$ cat src/hdl/rdfs_mc_pkg.sv
// Shared types, codes and helpers for the depth-first maze carver.
`default_nettype none
package rdfs_mc_pkg;

	localparam int CFG_DATA_W = 6;
	localparam int CFG_IDX_W  = 1;

	localparam logic [CFG_IDX_W-1:0] REG_ROWS = 1'd0;
	localparam logic [CFG_IDX_W-1:0] REG_COLS = 1'd1;

	localparam logic [CFG_DATA_W-1:0] DIM_RESET = 6'd32;

	localparam logic [1:0] CMD_START = 2'd0;
	localparam logic [1:0] CMD_STEP  = 2'd1;
	localparam logic [1:0] CMD_QUERY = 2'd2;

	localparam logic [1:0] KIND_STARTED = 2'd0;
	localparam logic [1:0] KIND_CARVED  = 2'd1;
	localparam logic [1:0] KIND_DONE    = 2'd2;
	localparam logic [1:0] KIND_WALL    = 2'd3;

	localparam logic [1:0] DIR_TOP    = 2'd0;
	localparam logic [1:0] DIR_RIGHT  = 2'd1;
	localparam logic [1:0] DIR_BOTTOM = 2'd2;
	localparam logic [1:0] DIR_LEFT   = 2'd3;

	typedef struct packed {
		logic [1:0]  command;
		logic [31:0] random_word;
		logic [4:0]  query_row;
		logic [4:0]  query_col;
		logic [1:0]  query_dir;
	} request_t;

	typedef struct packed {
		logic [1:0] result_kind;
		logic [4:0] cell_row;
		logic [4:0] cell_col;
		logic [1:0] carved_dir;
		logic       wall_present;
	} result_t;

	// One cell of the maze: visited flag plus walls (bit0 top ... bit3 left).
	typedef struct packed {
		logic       visited;
		logic [3:0] walls;
	} cell_entry_t;

	localparam int CELL_W = 5;

	function automatic logic [3:0] dir_mask(input logic [1:0] d);
		return 4'b0001 << d;
	endfunction

	function automatic logic [1:0] dir_opposite(input logic [1:0] d);
		return d + 2'd2;
	endfunction

endpackage
`default_nettype wire

$ cat src/hdl/rdfs_mc_nbr_unit.sv
// Neighbor address unit: coordinates of the cell beside the current one and its bounds check.
`default_nettype none
module rdfs_mc_nbr_unit
	import rdfs_mc_pkg::*;
#(
	parameter int ROW_W  = 5,
	parameter int COL_W  = 5,
	parameter int RDIM_W = 6,
	parameter int CDIM_W = 6
) (
	input  wire logic [ROW_W-1:0]  cur_row,
	input  wire logic [COL_W-1:0]  cur_col,
	input  wire logic [1:0]        dir,
	input  wire logic [RDIM_W-1:0] gen_rows,
	input  wire logic [CDIM_W-1:0] gen_cols,
	output logic                   nb_ok,
	output logic      [ROW_W-1:0]  nb_row,
	output logic      [COL_W-1:0]  nb_col
);

	logic [RDIM_W:0] row_next;
	logic [CDIM_W:0] col_next;

	assign row_next = (RDIM_W+1)'(cur_row) + 1'b1;
	assign col_next = (CDIM_W+1)'(cur_col) + 1'b1;

	always_comb begin
		nb_ok  = 1'b0;
		nb_row = cur_row;
		nb_col = cur_col;
		case (dir)
			DIR_TOP: begin
				nb_ok  = (cur_row != '0);
				nb_row = cur_row - 1'b1;
			end
			DIR_RIGHT: begin
				nb_ok  = (col_next < {1'b0, gen_cols});
				nb_col = cur_col + 1'b1;
			end
			DIR_BOTTOM: begin
				nb_ok  = (row_next < {1'b0, gen_rows});
				nb_row = cur_row + 1'b1;
			end
			DIR_LEFT: begin
				nb_ok  = (cur_col != '0);
				nb_col = cur_col - 1'b1;
			end
			default: begin
				nb_ok = 1'b0;
			end
		endcase
	end

endmodule
`default_nettype wire

$ cat config.mk
export PLATFORM = sky130hd
export DESIGN_NAME = rdfs_mc_nbr_unit
export DESIGN_NICKNAME = d
export VERILOG_FILES = /design/src/hdl/rdfs_mc_pkg.sv /design/src/hdl/rdfs_mc_nbr_unit.sv
export SDC_FILE = /design/constraint.sdc
export NUM_CORES = 1
export LEC_CHECK = 0
export BUFFER_PORTS_ARGS = -buffer_cell sky130_fd_sc_hd__clkbuf_2
export CAP_MARGIN = 40
export CORE_MARGIN = 2
export CORE_UTILIZATION = 30
export DETAILED_ROUTE_END_ITERATION = 10
export PLACE_DENSITY_LB_ADDON = 0.3
export SETUP_SLACK_MARGIN = 0.5
export SLEW_MARGIN = 20
export SYNTH_ARGS = -nofsm -noshare
export SYNTH_HDL_FRONTEND = slang
export SYNTH_SLANG_ARGS = --single-unit
$ cat constraint.sdc
create_clock -name vclk -period 2.1
set_clock_uncertainty 0.15 [all_clocks]
set_input_delay 0.105 -clock vclk [all_inputs]
set_output_delay 0.105 -clock vclk [all_outputs]
set_load 0.005 [all_outputs]
==> metrics, run 1 <==
WP buf/inv=3; pre-CTS setup slack=0.129 ns; RD Place Congestion=0.775; DRT Wirelength=2300 um; width of the chip=58.6 um; Leakage=0.698 nW; WHS=0.326 ns; initial antenna violation count=0; CP startpoint kind=input port; per-cell routed wire length=12.1 um; diode count=0; setup_tns=0 ns; final net count=207; first-pass GRT wire length=3850 um; final setup fails=0; Synth Area in Adders=32.4%; Post-DP HPWL=1740 um; Slew HR=76.6%; IO Count=35; Rows=19; die area=3430 um2; PnR Total Power=0.000309 W; unique cell type count in the Yosys netlist=33; element type at the critical path end=output port; CLK BUF=0; yosys warns=0; syn nets=162; crit-path most repeated cell=buf_6; status=finished with violations; Tcrit/Tclk final=85.9%; CP max-delay cell=fa_2; Post-Synth Simple-Gate Area=20.0%; via count=952; Core Area=2810 um2; gr ovfl total=0; vias in the first global route=962; drt drc=3; Cell Chain, Critical Path=buf_6, buf_6, fa_2, a21o_1, a21oi_2, mux2i_1, o31ai_1, buf_2; Hold Fails Final Rpt=0; Tightest Pin Transition=0.345 ns; All-Layer GR Usage=13.5%; XOR/XNOR Fraction of Synth Area=11.7%; DRT iter0 DRCs=16; Final WS setup=0.296 ns; CP required=1.85 ns; largest net degree at the start of global routing=10; mux share of post-synthesis cell area=7.13%; largest family of logic cells by synthesized area=adder cells; most common cell after layout, fill and taps aside=clkbuf_2; post-synthesis compound-gate area fraction=19.7%; RSZ-0062 raised after global routing=yes; mean post-synth cell area=7.71 um2; fraction of layout cells with a size suffix above 1=46.5%; gate count after technology mapping=116; number of routed nets with antenna violations=0; Netlist Area Pre-Place=895 um2; final count of pins violating max slew=0; CP Max Fanout=5; IO buf count=35; max cap viols=0; Pwr Density=222 nW/um2; Tmin final=1.80 ns; fmax=0.554 GHz; critical path class=input port to output port; Layout area overhead=55.8%; seq_cells=0; fin util=49.7%; FF+latch area=0 um2; Initial Util=31.9%; Max IR drop VDD=132 uV; slowest stage delay, CP=0.39 ns; Die H=58.6 um; failing checks=DRC; drt pass-1 iters=6; critical path's top delay family=compound AO/OA/AOI/OAI gates; commonest non-fill, non-tap cells in the layout=clkbuf_2 (27), ha_1 (17), inv_1 (12); vias per std cell=5.01; min-delay worst type=input port to output port; Seq/Total Area, Yosys=0%; Arr. time, crit path=1.55 ns
## worst min-delay path: cells and delay by family
kind	cells	cell delay, ns
xor+xnor	1	0.07
buf+inv	2	0.20
## synthesized netlist by cell type (2+ instances only)
cell type  instances  area [um2]
mux2_2             3        33.8
a21o_1             5        37.5
xnor2_1            8        70.1
nand2_1            6        22.5
o21ai_0            7        35.0
xor2_1             4        35.0
ha_1              20         250
nor3_1             3        15.0
mux2i_1            3        30.0
nor2_1             4        15.0
fa_1               2        40.0
nand3b_1           3        22.5
nand3_1            8        40.0
inv_1             15        56.3
a21oi_1            7        35.0
## repair_timing
| action | CTS | global route |
|---|---|---|
| pin swaps | 11 | 16 |
| hold endpoints to repair | 0 | 0 |
| gates resized for setup | 24 | 24 |
| setup endpoints to repair | 5 | 5 |
| gates cloned | 0 | 0 |
| hold buffers | 0 | 0 |
| setup buffers | 3 | 4 |
## stage by stage
step,instances,cell area [um2]
2_1_floorplan,116,932
3_3_place_gp,183,1150
3_5_place_dp,183,1150
4_1_cts,186,1280
5_1_grt,190,1390
6_report,190,1390
## cells by family (layout without fill, tap and decap cells)
kind of cell	Yosys count	count (layout)
adder cells (fa/ha/maj)	22	22
AND/OR/NAND/NOR	31	31
AO/OA/AOI/OAI	27	27
multiplexers	6	6
XOR/XNOR	12	12
buffers and inverters	18	61
## routing by layer
layer | up-vias | part of all wire, % | track usage, % | wire length [um]
li1 | 501 | - | - | -
met5 | - | 0 | 0 | 0
met2 | 25 | 53 | 26.2 | 1210
met3 | 0 | 5.1 | 0.220 | 118
met1 | 426 | 42 | 17.6 | 967
met4 | 0 | 0 | 0 | 0
## worst paths after layout
check        from         to  slack, ns  depth (start not counted)
max    cur_row[0]  nb_row[4]       0.30                          8
min    cur_col[0]  nb_col[0]       0.33                          3
## report_power, final
| group | switching (W) | leakage (nW) | internal (W) |
|---|---|---|---|
| logic | 0.000147 | 0.698 | 0.000162 |
| registers | 0 | 0 | 0 |
| clock network | 0 | 0 | 0 |
| total | 0.000147 | 0.698 | 0.000162 |
## final cells by class
type | count | area (um2)
fill | 287 | 1410
inverter | 15 | 61.3
multi-input combinational | 98 | 957
tap | 31 | 38.8
timing repair buffer | 46 | 337
Note: power is estimated with default switching activity, not from simulation.
==> inputs of run 2 (changes only) <==
--- a/config.mk
+++ b/config.mk
@@ -8,7 +8,7 @@
 export BUFFER_PORTS_ARGS = -buffer_cell sky130_fd_sc_hd__clkbuf_2
 export CAP_MARGIN = 40
 export CORE_MARGIN = 2
-export CORE_UTILIZATION = 30
+export CORE_UTILIZATION = 52
 export DETAILED_ROUTE_END_ITERATION = 10
 export PLACE_DENSITY_LB_ADDON = 0.3
 export SETUP_SLACK_MARGIN = 0.5
==> metrics, run 2 (synthesis results as in run 1) <==
vias per std cell=5.63; vias in the first global route=932; per-cell routed wire length=15.3 um; seq_cells=0; die area=2070 um2; largest net degree at the start of global routing=12; WHS Endpoint=nb_col[0]; FF+latch area=0 um2; final count of pins violating max slew=0; gr ovfl total=0; element type at the critical path end=output port; fraction of layout cells with a size suffix above 1=46.5%; Rows=14; Hold Fails Final Rpt=0; Inst Count DP=167; Leakage=0.697 nW; Tcrit/Tclk final=87.6%; critical path class=input port to output port; Slew HR=74.6%; IO buf count=35; Post-DP HPWL=1750 um; commonest non-fill, non-tap cells in the layout=clkbuf_2 (25), ha_1 (16), inv_1 (13); via count=986; Initial Util=57.4%; fmax=0.544 GHz; routed length on met1=1110 um; initial antenna violation count=0; Layout area overhead=55.8%; fin util=89.4%; Design Area, Final=1390 um2; Placement Cell Area=1120 um2; final net count=207; CP startpoint kind=input port; Core Area=1560 um2; CP Max Fanout=6; Die H=45.5 um; Arr. time, crit path=1.58 ns; Pwr Density=234 nW/um2; diode count=0; drt drc=0; met2 WL=1420 um; final setup fails=0; CLK BUF=0; status=finished clean; CP max-delay cell=ha_1; DRT iter0 DRCs=23; most common cell after layout, fill and taps aside=clkbuf_2; Tightest Pin Transition=0.376 ns; IO Count=35; max cap viols=0; first-pass GRT wire length=4150 um; All-Layer GR Usage=26.4%; RSZ-0062 raised after global routing=yes; DRT Wirelength=2670 um; Max IR drop VDD=179 uV; PnR Total Power=0.000327 W; met3 routed WL=142 um; CP required=1.85 ns; RD Place Congestion=0.793; worst hold path startpoint=cur_col[0]; slowest stage delay, CP=0.31 ns; Hold Path Depth=3; width of the chip=45.5 um; uppermost layer routed=met3; min-delay worst type=input port to output port; # hold bufs at CTS=0; Tmin final=1.84 ns; Cell Chain, Critical Path=buf_8, ha_4, nand3_4, xnor2_2, ha_1, a41o_1, o21ai_0, a21oi_2, o22ai_2, clkbuf_2; drt pass-1 iters=4; number of routed nets with antenna violations=0; setup_tns=0 ns; Non-Filler Instances=175
==> run 2: changes by cell type in the layout (fill, tap and decap cells not counted), sizes merged <==
cell,before,now
buf,16,17
inv,15,14
clkbuf,30,29
clkinvlp,0,1
==> run 2: critical path: cells and delay by family <==
family / cells / cell delay [ns]
AO/OA/AOI/OAI: 4 / 0.59
XOR/XNOR: 1 / 0.14
adder cells (fa/ha/maj): 2 / 0.45
buffers and inverters: 2 / 0.23
AND/OR/NAND/NOR: 1 / 0.08
==> run 2: worst max-delay path by stage <==
stage	startpoint	to	slack [ns]	cells after the start
6_report	cur_col[0]	nb_ok	0.26	10
5_1_grt	cur_col[0]	nb_ok	0.19	10
4_1_cts	cur_row[1]	nb_ok	0.27	9
3_5_place_dp	dir[1]	nb_col[4]	0.11	9
3_3_place_gp	dir[1]	nb_col[4]	0.13	9
2_1_floorplan	dir[0]	nb_row[4]	0.48	6
==> run 2: power breakdown <==
group | leakage (nW) | internal (W) | switching (W)
Clock | 0 | 0 | 0
Sequential | 0 | 0 | 0
Combinational | 0.697 | 0.000169 | 0.000158
==> run 2: layout make-up <==
cell class / count / area (um2)
multi-input combinational: 98 / 971
timing repair buffer: 46 / 340
tap: 16 / 20.0
inverter: 15 / 62.6
fill: 75 / 165
==> run 2: layer usage <==
metal	up-vias	global-route usage (%)
li1	501	-
met1	445	33.2
met2	40	50.1
met3	0	0.397
met4	0	4.12
met5	-	0
==> run 2: per-stage QoR <==
stage | setup WS [ns] | hold WS [ns]
after floorplan | 0.481 | 0.110
after global placement | 0.132 | 0.377
after detailed placement | 0.110 | 0.395
after CTS | 0.275 | 0.356
after global routing | 0.191 | 0.334
final | 0.261 | 0.324
==> run 2: timing repair <==
action / in CTS / in global routing
cloned: 0 / 0
resized for setup: 24 / 24
setup endpoints to repair: 6 / 6
pin swaps: 10 / 16
setup buffers: 6 / 2
hold endpoints to repair: 0 / 0
==> inputs of run 3 (changes only) <==
==> constraint.sdc (replaced) <==
create_clock -name vclk -period 2
set_clock_uncertainty 0.15 [all_clocks]
set_input_delay 0.1 -clock vclk [all_inputs]
set_output_delay 0.1 -clock vclk [all_outputs]
set_load 0.005 [all_outputs]
==> metrics, run 3 (synthesis results as in run 1) <==
status=finished clean; final setup fails=0; critical path's top delay family=compound AO/OA/AOI/OAI gates; All-Layer GR Usage=30.2%; setup_tns=0 ns; max cap viols=0; DRT iter0 DRCs=34; commonest non-fill, non-tap cells in the layout=clkbuf_2 (27), ha_1 (16), buf_4 (15); # hold bufs at CTS=0; RD Place Congestion=0.935; CLK BUF=0; largest net degree at the start of global routing=13; most common cell after layout, fill and taps aside=clkbuf_2; final count of pins violating max slew=0; drt drc=0; Tmin final=1.86 ns; DRT Wirelength=3630 um; Tcrit/Tclk final=93.1%; Leakage=0.729 nW; IO buf count=35; Initial Util=57.4%; first-pass GRT wire length=4650 um; CP Max Fanout=4; CP startpoint kind=input port; WP buf/inv=2; per-cell routed wire length=20.2 um; drt pass-1 iters=4; diode count=0; final net count=212; Tightest Pin Transition=0.386 ns; FF+latch area=0 um2; pre-CTS setup slack=0.0936 ns; fmax=0.537 GHz; seq_cells=0; IO Count=35; CP required=1.75 ns; fin util=91.6%; Hold Fails Final Rpt=0; width of the chip=45.5 um; Layout area overhead=59.6%; min-delay worst type=input port to output port; critical path class=input port to output port; fraction of layout cells with a size suffix above 1=50.0%; Max IR drop VDD=184 uV; gr ovfl total=0; Cell Chain, Critical Path=buf_6, ha_4, nand3_4, xnor2_2, ha_1, a21o_1, a21oi_2, o21ai_2, o22ai_2, clkbuf_2; initial antenna violation count=0; CP max-delay cell=ha_1; number of routed nets with antenna violations=0; slowest stage delay, CP=0.32 ns; Pwr Density=259 nW/um2; Final WS setup=0.137 ns; Slew HR=73.9%; Rows=14; element type at the critical path end=output port; Core Area=1560 um2; Post-DP HPWL=1820 um; vias in the first global route=1047; die area=2070 um2; Die H=45.5 um; Arr. time, crit path=1.61 ns; RSZ-0062 raised after global routing=yes; vias per std cell=6.28; via count=1131
## run 3: power breakdown
group | switching [W] | internal [W] | leakage (nW)
clock network | 0 | 0 | 0
logic | 0.000183 | 0.000187 | 0.729
registers | 0 | 0 | 0
## run 3: path summary, 6_finish.rpt
kind	startpoint	to	slack, ns	cells after the start
worst max-delay path	cur_col[1]	nb_ok	0.14	10
worst min-delay path	cur_col[0]	nb_col[0]	0.32	3
## run 3: per-stage QoR
stage	hold slack [ns]	power, W	cell area [um2]	instances
2_1_floorplan	0.0999	0.000175	971	116
3_3_place_gp	0.412	0.000262	1160	168
3_5_place_dp	0.414	0.000275	1160	168
4_1_cts	0.348	0.000309	1310	175
5_1_grt	0.329	0.000397	1430	180
6_report	0.323	0.000370	1430	180
## run 3: what timing repair did
| item | in CTS | in global routing |
|---|---|---|
| setup buffers | 7 | 5 |
| hold endpoints to repair | 0 | 0 |
| gates resized for setup | 20 | 26 |
| pin swaps | 10 | 15 |
| endpoints found under the setup margin | 7 | 7 |
## run 3: area by class of cell
| cell class | instances | area (um2) |
|---|---|---|
| multi-input cells | 98 | 973 |
| inverters | 15 | 61.3 |
| well taps | 16 | 20.0 |
| fillers | 67 | 131 |
| repair buffers | 51 | 373 |
## run 3: metal layers
layer  share of wire [%]  up-vias  GRT usage, %  routed length (um)
li1                    -      515             -                   -
met1                  37      524          38.2                1340
met2                  52       71          52.7                1890
met3                 5.7       21          1.59                 205
met4                 5.3        0          11.8                 193
met5                   0        -             0                   0
